==> src/rtl/core/atdps_pkg.sv <==
// Shared types, constants and angle helpers for the crank-angle delay scheduler.
// No dependencies; the front end, back end, result queue and top import this package.
`timescale 1ns / 1ps
`default_nettype none

package atdps_pkg;

  // Field widths
  localparam int TOOTH_W    = 8;
  localparam int UPD_W      = 20;
  localparam int PW_W       = 20;
  localparam int ADV_W      = 12;
  localparam int ANG_W      = 16;
  localparam int DELAY_W    = 21;
  localparam int TEETH_W    = 8;
  localparam int WHEEL_W    = 9;
  localparam int CFG_DATA_W = 16;
  localparam int CFG_IDX_W  = 1;

  // Register indexes
  localparam logic [CFG_IDX_W-1:0] REG_TEETH = 1'b0;
  localparam logic [CFG_IDX_W-1:0] REG_EOI   = 1'b1;

  localparam logic [TEETH_W-1:0] TEETH_RESET = 8'd58;
  localparam logic [ANG_W-1:0]   EOI_RESET   = 16'd0;

  // One turn and half a turn in 0.01 degree
  localparam int unsigned TURN_CD      = 36000;
  localparam int unsigned HALF_TURN_CD = 18000;

  // Numerators of the two divisions, pulse side is the wider one
  localparam int NUM_W    = 35;
  localparam int PW_SCALE = 25600;

  // floor(y/100) = (y * DIV100_MUL) >> DIV100_SHIFT, exact for y < 2**30
  localparam int DIV100_SHIFT = 35;
  localparam logic [28:0] DIV100_MUL = 29'd343597384;

  localparam int QUEUE_DEPTH_DEF = 4;
  localparam int OUT_DEPTH_DEF   = 64;

  typedef struct packed {
    logic [TOOTH_W-1:0] tooth_position;
    logic [UPD_W-1:0]   us_per_degree;
    logic [PW_W-1:0]    pulse_width;
    logic [ADV_W-1:0]   spark_advance;
  } req_t;

  typedef struct packed {
    logic               valid_res;
    logic [DELAY_W-1:0] inject_delay_first;
    logic [DELAY_W-1:0] inject_delay_second;
    logic [DELAY_W-1:0] spark_delay_first;
    logic [DELAY_W-1:0] spark_delay_second;
    logic [PW_W-1:0]    pulse_width_out;
  } res_t;

  // Classified request as handed from the front end to the back end
  typedef struct packed {
    logic               ok;
    logic [TOOTH_W-1:0] tooth;
    logic [WHEEL_W-1:0] wheel;
    logic [UPD_W-1:0]   upd;
    logic [PW_W-1:0]    pw;
    logic [ANG_W-1:0]   eoi0;
    logic [ANG_W-1:0]   eoi180;
    logic [ANG_W-1:0]   sp0;
    logic [ANG_W-1:0]   sp180;
  } job_t;

  // Sum of two angles already inside one turn, wrapped
  function automatic logic [ANG_W-1:0] wrap_add(input logic [ANG_W-1:0] a,
                                                input logic [ANG_W-1:0] b);
    logic [ANG_W:0] s;
    s = {1'b0, a} + {1'b0, b};
    if (s >= (ANG_W+1)'(TURN_CD)) begin
      return ANG_W'(s - (ANG_W+1)'(TURN_CD));
    end
    return s[ANG_W-1:0];
  endfunction

  // Forward angular distance from cur to target, both inside one turn
  function automatic logic [ANG_W-1:0] fwd_dist(input logic [ANG_W-1:0] target,
                                                input logic [ANG_W-1:0] cur);
    logic [ANG_W:0] s;
    s = {1'b0, target} + (ANG_W+1)'(TURN_CD) - {1'b0, cur};
    if (target >= cur) begin
      return target - cur;
    end
    return s[ANG_W-1:0];
  endfunction

endpackage

`default_nettype wire

==> src/rtl/core/atdps_front.sv <==
// Front end: configuration registers, request classification and the short job queue.
// Depends on atdps_pkg.
`timescale 1ns / 1ps
`default_nettype none

module atdps_front #(
  parameter int unsigned DEPTH = atdps_pkg::QUEUE_DEPTH_DEF
) (
  input  logic                               clk,
  input  logic                               rst,
  input  logic                               push,
  output logic                               full,
  input  atdps_pkg::req_t                    req,
  input  logic                               cfg_we,
  input  logic [atdps_pkg::CFG_IDX_W-1:0]    cfg_addr,
  input  logic [atdps_pkg::CFG_DATA_W-1:0]   cfg_data,
  output logic                               job_valid,
  output atdps_pkg::job_t                    job,
  input  logic                               job_pop
);
  import atdps_pkg::*;

  localparam int AW = $clog2(DEPTH);
  localparam int CW = $clog2(DEPTH + 1);
  localparam logic [AW-1:0] LAST = AW'(DEPTH - 1);

  logic [TEETH_W-1:0] teeth;
  logic [ANG_W-1:0]   eoi;

  job_t            slots [DEPTH];
  logic [AW-1:0]   wr_ptr;
  logic [AW-1:0]   rd_ptr;
  logic [CW-1:0]   cnt;
  logic            push_acc;
  logic            pop_acc;
  job_t            cls;
  logic [ANG_W:0]  adv_cd;

  // Configuration writes
  always_ff @(posedge clk) begin
    if (rst) begin
      teeth <= TEETH_RESET;
      eoi   <= EOI_RESET;
    end else if (cfg_we) begin
      case (cfg_addr)
        REG_TEETH: teeth <= cfg_data[TEETH_W-1:0];
        REG_EOI:   eoi   <= cfg_data;
        default:   ;
      endcase
    end
  end

  // Classify: validity, wheel divisor and the fixed target angles
  always_comb begin
    adv_cd     = (ANG_W+1)'(req.spark_advance) * (ANG_W+1)'(10);
    cls.ok     = (teeth != '0) && (req.us_per_degree != '0);
    cls.tooth  = req.tooth_position;
    cls.wheel  = {1'b0, teeth} + WHEEL_W'(2);
    cls.upd    = req.us_per_degree;
    cls.pw     = req.pulse_width;
    cls.eoi0   = (eoi >= ANG_W'(TURN_CD)) ? (eoi - ANG_W'(TURN_CD)) : eoi;
    cls.eoi180 = wrap_add(cls.eoi0, ANG_W'(HALF_TURN_CD));
    // spark for the first pair: advance before a full turn
    if (adv_cd <= (ANG_W+1)'(TURN_CD)) begin
      cls.sp0 = ANG_W'((ANG_W+1)'(TURN_CD) - adv_cd);
    end else begin
      cls.sp0 = ANG_W'((ANG_W+1)'(2 * TURN_CD) - adv_cd);
    end
    if (adv_cd == '0) begin
      cls.sp0 = '0;
    end
    // spark for the second pair: advance before half a turn
    if (adv_cd <= (ANG_W+1)'(HALF_TURN_CD)) begin
      cls.sp180 = ANG_W'((ANG_W+1)'(HALF_TURN_CD) - adv_cd);
    end else begin
      cls.sp180 = ANG_W'((ANG_W+1)'(TURN_CD + HALF_TURN_CD) - adv_cd);
    end
  end

  // Job queue
  assign full      = (cnt == CW'(DEPTH));
  assign push_acc  = push && !full;
  assign job_valid = (cnt != '0);
  assign pop_acc   = job_pop && job_valid;
  assign job       = slots[rd_ptr];

  always_ff @(posedge clk) begin
    if (push_acc) begin
      slots[wr_ptr] <= cls;
    end
  end

  always_ff @(posedge clk) begin
    if (rst) begin
      wr_ptr <= '0;
      rd_ptr <= '0;
      cnt    <= '0;
    end else begin
      if (push_acc) begin
        wr_ptr <= (wr_ptr == LAST) ? '0 : wr_ptr + AW'(1);
      end
      if (pop_acc) begin
        rd_ptr <= (rd_ptr == LAST) ? '0 : rd_ptr + AW'(1);
      end
      cnt <= cnt + CW'(push_acc) - CW'(pop_acc);
    end
  end

endmodule

`default_nettype wire

==> config.mk <==
export PLATFORM = sky130hd
export DESIGN_NAME = atdps_front
export DESIGN_NICKNAME = d
export VERILOG_FILES = /design/src/rtl/core/atdps_pkg.sv /design/src/rtl/core/atdps_front.sv
export SDC_FILE = /design/constraint.sdc
export NUM_CORES = 1
export LEC_CHECK = 0
export BUFFER_PORTS_ARGS = -buffer_cell sky130_fd_sc_hd__buf_2
export CAP_MARGIN = 20
export CORE_MARGIN = 4
export CORE_UTILIZATION = 53
export CTS_BUF_LIST = sky130_fd_sc_hd__clkbuf_16
export CTS_CLUSTER_DIAMETER = 30
export DETAILED_ROUTE_END_ITERATION = 8
export HOLD_SLACK_MARGIN = 0.1
export PLACE_DENSITY = 0.85
export REMOVE_ABC_BUFFERS = 1
export SLEW_MARGIN = 30
export SYNTH_ARGS = -nofsm -noshare
export SYNTH_HDL_FRONTEND = slang
export SYNTH_SLANG_ARGS = --single-unit
==> constraint.sdc <==
create_clock -name clk -period 3.66 [get_ports clk]
set_input_delay 0.183 -clock clk [delete_from_list [all_inputs] [get_ports clk]]
set_output_delay 0.183 -clock clk [all_outputs]
set_load 0.05 [all_outputs]
==> impl_metrics.csv <==
group,metric,value,unit
outcome,status,"finished clean",
grt,grt_pass1_vias,13100,
place,portBuffers,203,
routing,drc,0,
cts,clkTransAtPathRegs,0.05,ns
sta,finalCritPeriodShare,0.999,
final_layout,syn_to_final_growth,27.4,%
worst_setup_path,setup.reg_to_reg.worst_slack,0.005,ns
sta,relSlewSlack,0.379,
floorplan,core-area,38700,um^2
worst_setup_path,reg2reg_to,"slots[1][46]",
sta,holdWs,0.220,ns
final_layout,drive_gt1_frac,0.333,
sta,tns,0,ns
sta,final-hold-violation-count,0,
grt,grt_max_degree,117,
sta,worst_slack,0.00460,ns
cts,clockRootBuffer,"clkbuf_16",
synth,synthMuxAreaShare,0.129,
place,post-dp-hpwl,26700,um
cts,numCtsBuffers,85,
grt,grt.total_usage,0.235,
cts,cts_buffer_depth,3,
synth,synth-seq-area-share,0.701,
floorplan,die_x,206,um
worst_setup_path,worstSetupPathType,"flop to flop",
cts,clk_latency,0.59,ns
routing,postRouteAntennaNets,0,
sta,period_minus_slack,3.66,ns
routing,wl_per_cell,23.4,um
worst_setup_path,start_kind,"flop",
sta,finClkSkew,0.0265,ns
floorplan,rows,72,
worst_setup_path,r2r_cells,13,
run,cap_violations,0,
cts,cts.sinks,497,
synth,synth_warnings,0,
cts,htreeDepth,3,
routing,dr.pass1.iters,6,
synth,yosysUniqueCellTypes,73,
synth,syn_avg_cell_area,17.3,um^2
floorplan,io_pins,206,
worst_setup_path,crit_end,"slots[1][46]",
power_and_ir_drop,p_total,0.0206,W
power_and_ir_drop,ir_drop,381,uV
cts,cts_tree,"yes",
place,place_congestion,0.875,
sta,setup_viol,0,
sta,worst_pin_slew,0.925,ns
synth,synthSimpleGateAreaFrac,0.0544,
synth,synth_ff_type,"edfxtp_1",
power_and_ir_drop,powerDensity,776,nW/um^2
hold_path,hold_class,"input port to flop",
synth,synth-compound-area-share,0.0491,
floorplan,fp.dieH,206,um
worst_setup_path,end_kind,"flop",
grt,antenna_found_initial,2,
worst_setup_path,critPathLaunch,"eoi[12]",
power_and_ir_drop,p_leak,9.35,nW
synth,netlist_area,20800,um^2
floorplan,initial_core_util,0.538,
synth,synthAdderAreaFrac,0.0217,
worst_setup_path,cp_max_fo,7,
synth,synth_area_leader_cell,"edfxtp_1",
routing,viasPerCell,5.90,
grt,grt-ovfl-total,0,
sta,max_freq,274,MHz
synth,synth_edf_count,464,
synth,synth.top_cell.area_share,0.669,
synth,yosys_register_bits,497,
worst_setup_path,required,3.97,ns
routing,vias,12700,
routing,routed_wl,50400,um
floorplan,die-area,42500,um^2
place,dp_slack,-0.00471,ns
synth,netlist_top_cells_area,"edfxtp_1, mux4_2, dfxtp_1, ha_1, xnor2_1",
synth,netlist_instances,1203,
routing,drt_iter0_markers,1337,
worst_setup_path,cp.arrival,3.97,ns
synth,synth_top_family_by_area,"multiplexers",
worst_setup_path,rr_startpoint,"eoi[12]",
grt,grt_pass1_wl,76300,um
synth,synthXorXnorAreaFrac,0.0248,
final_layout,final_common_cell,"edfxtp_1",
final_layout,mostFrequentLayoutCells,"edfxtp_1, buf_2, mux4_2",
sta,finalMaxSlewViolations,0,
final_layout,fin_nets,1679,
synth,async_flop_share,0,
state kept, by name, summed over array words and instances, names as in the netlist, named ones only:
| name | flops |
|---|---|
| teeth | 8 |
| cnt | 3 |
| wr_ptr | 2 |
| rd_ptr | 2 |
| slots | 464 |
| eoi | 16 |
metrics by stage:
stage / std cells / cell area [um^2] / utilization
6_report: 2153 / 26500 / 0.685
5_1_grt: 2153 / 26500 / 0.685
4_1_cts: 2148 / 26400 / 0.681
3_5_place_dp: 1904 / 22600 / 0.584
3_3_place_gp: 1904 / 22600 / 0.584
2_1_floorplan: 1142 / 20500 / -
Yosys cell counts, drive strengths merged, types with 4 or more instances:
library cell    n
nor2           43
nor4           14
dfxtp          33
clkbuf         33
edfxtp        464
nor3           16
mux2i           6
nand2          87
or2             5
xor2           13
nand2b          6
xnor2          46
and3           11
o21ai          27
nand3          19
o31ai           8
and2           11
or3             6
buf            29
ha             33
inv            35
nor2b           5
a21oi          58
a31oi           9
a21o            8
mux4          116
o211ai          4
a211oi          5
o21a            5
layer usage:
layer  global-route usage  part of all wire  up-vias  routed length, um
met3               0.0430             0.066      135               3350
li1                     -                 -     5528                  -
met4               0.0894             0.035        0               1740
met2                0.405              0.52      668              26100
met1                0.301              0.38     6366              19200
met5                    0                 0        -                  0
report_power, final:
part           internal (W)  switching [W]  leakage, nW
combinational       0.00170        0.00377         3.41
clock               0.00509        0.00276         1.41
sequential          0.00703       0.000254         4.53
total                0.0138        0.00678         9.35
logic make-up (layout without fill, tap and decap cells):
group / Yosys count / in the layout
AO/OA/AOI/OAI: 157 / 158
XOR/XNOR: 59 / 59
adder cells (fa/ha/maj): 35 / 35
buffers and inverters: 97 / 525
flip-flops: 497 / 497
multiplexers: 123 / 123
other: 1 / 4
AND/OR/NAND/NOR: 234 / 234
cell type report:
cell class	instances	area, um^2
antenna	2	5.00
clock buffer	86	2150
clock inverter	72	728
fill	2402	12200
inverter	35	131
multi-input combinational	611	5960
sequential	497	14600
tap	518	648
timing repair buffer	332	2300
critical path, cell delays in order (launching register included):
cell      delay, ns
dfxtp_1        0.40
nor3_4         0.35
and3_4         0.28
nor3_2         0.05
or2_2          0.33
ha_1           0.24
inv_2          0.11
xnor2_1        0.14
ha_1           0.24
a21o_1         0.20
a311oi_2       0.31
o32a_1         0.31
nand4_2        0.18
xnor2_2        0.23
timing repair:
item                                    in CTS  in global routing
endpoints found under the hold margin      229                  0
pin swaps                                    0                  3
buffers inserted                             0                  2
gates resized for setup                      2                 26
endpoints found under the setup margin       8                 64
hold buffers                                86                  0
gates cloned                                 0                  1
how the worst min path moves through the flow:
stage / start / end / slack [ns] / depth (start not counted)
after floorplan: rst / cnt[1] / 0.25 / 1
after global placement: req[19] / slots[1][71] / 0.39 / 1
after detailed placement: req[59] / slots[2][120] / 0.41 / 1
after CTS: req[1] / slots[1][2] / 0.18 / 3
after global routing: req[1] / slots[1][2] / 0.20 / 3
final: req[1] / slots[1][2] / 0.22 / 3
(Power assumes the default switching activity.)
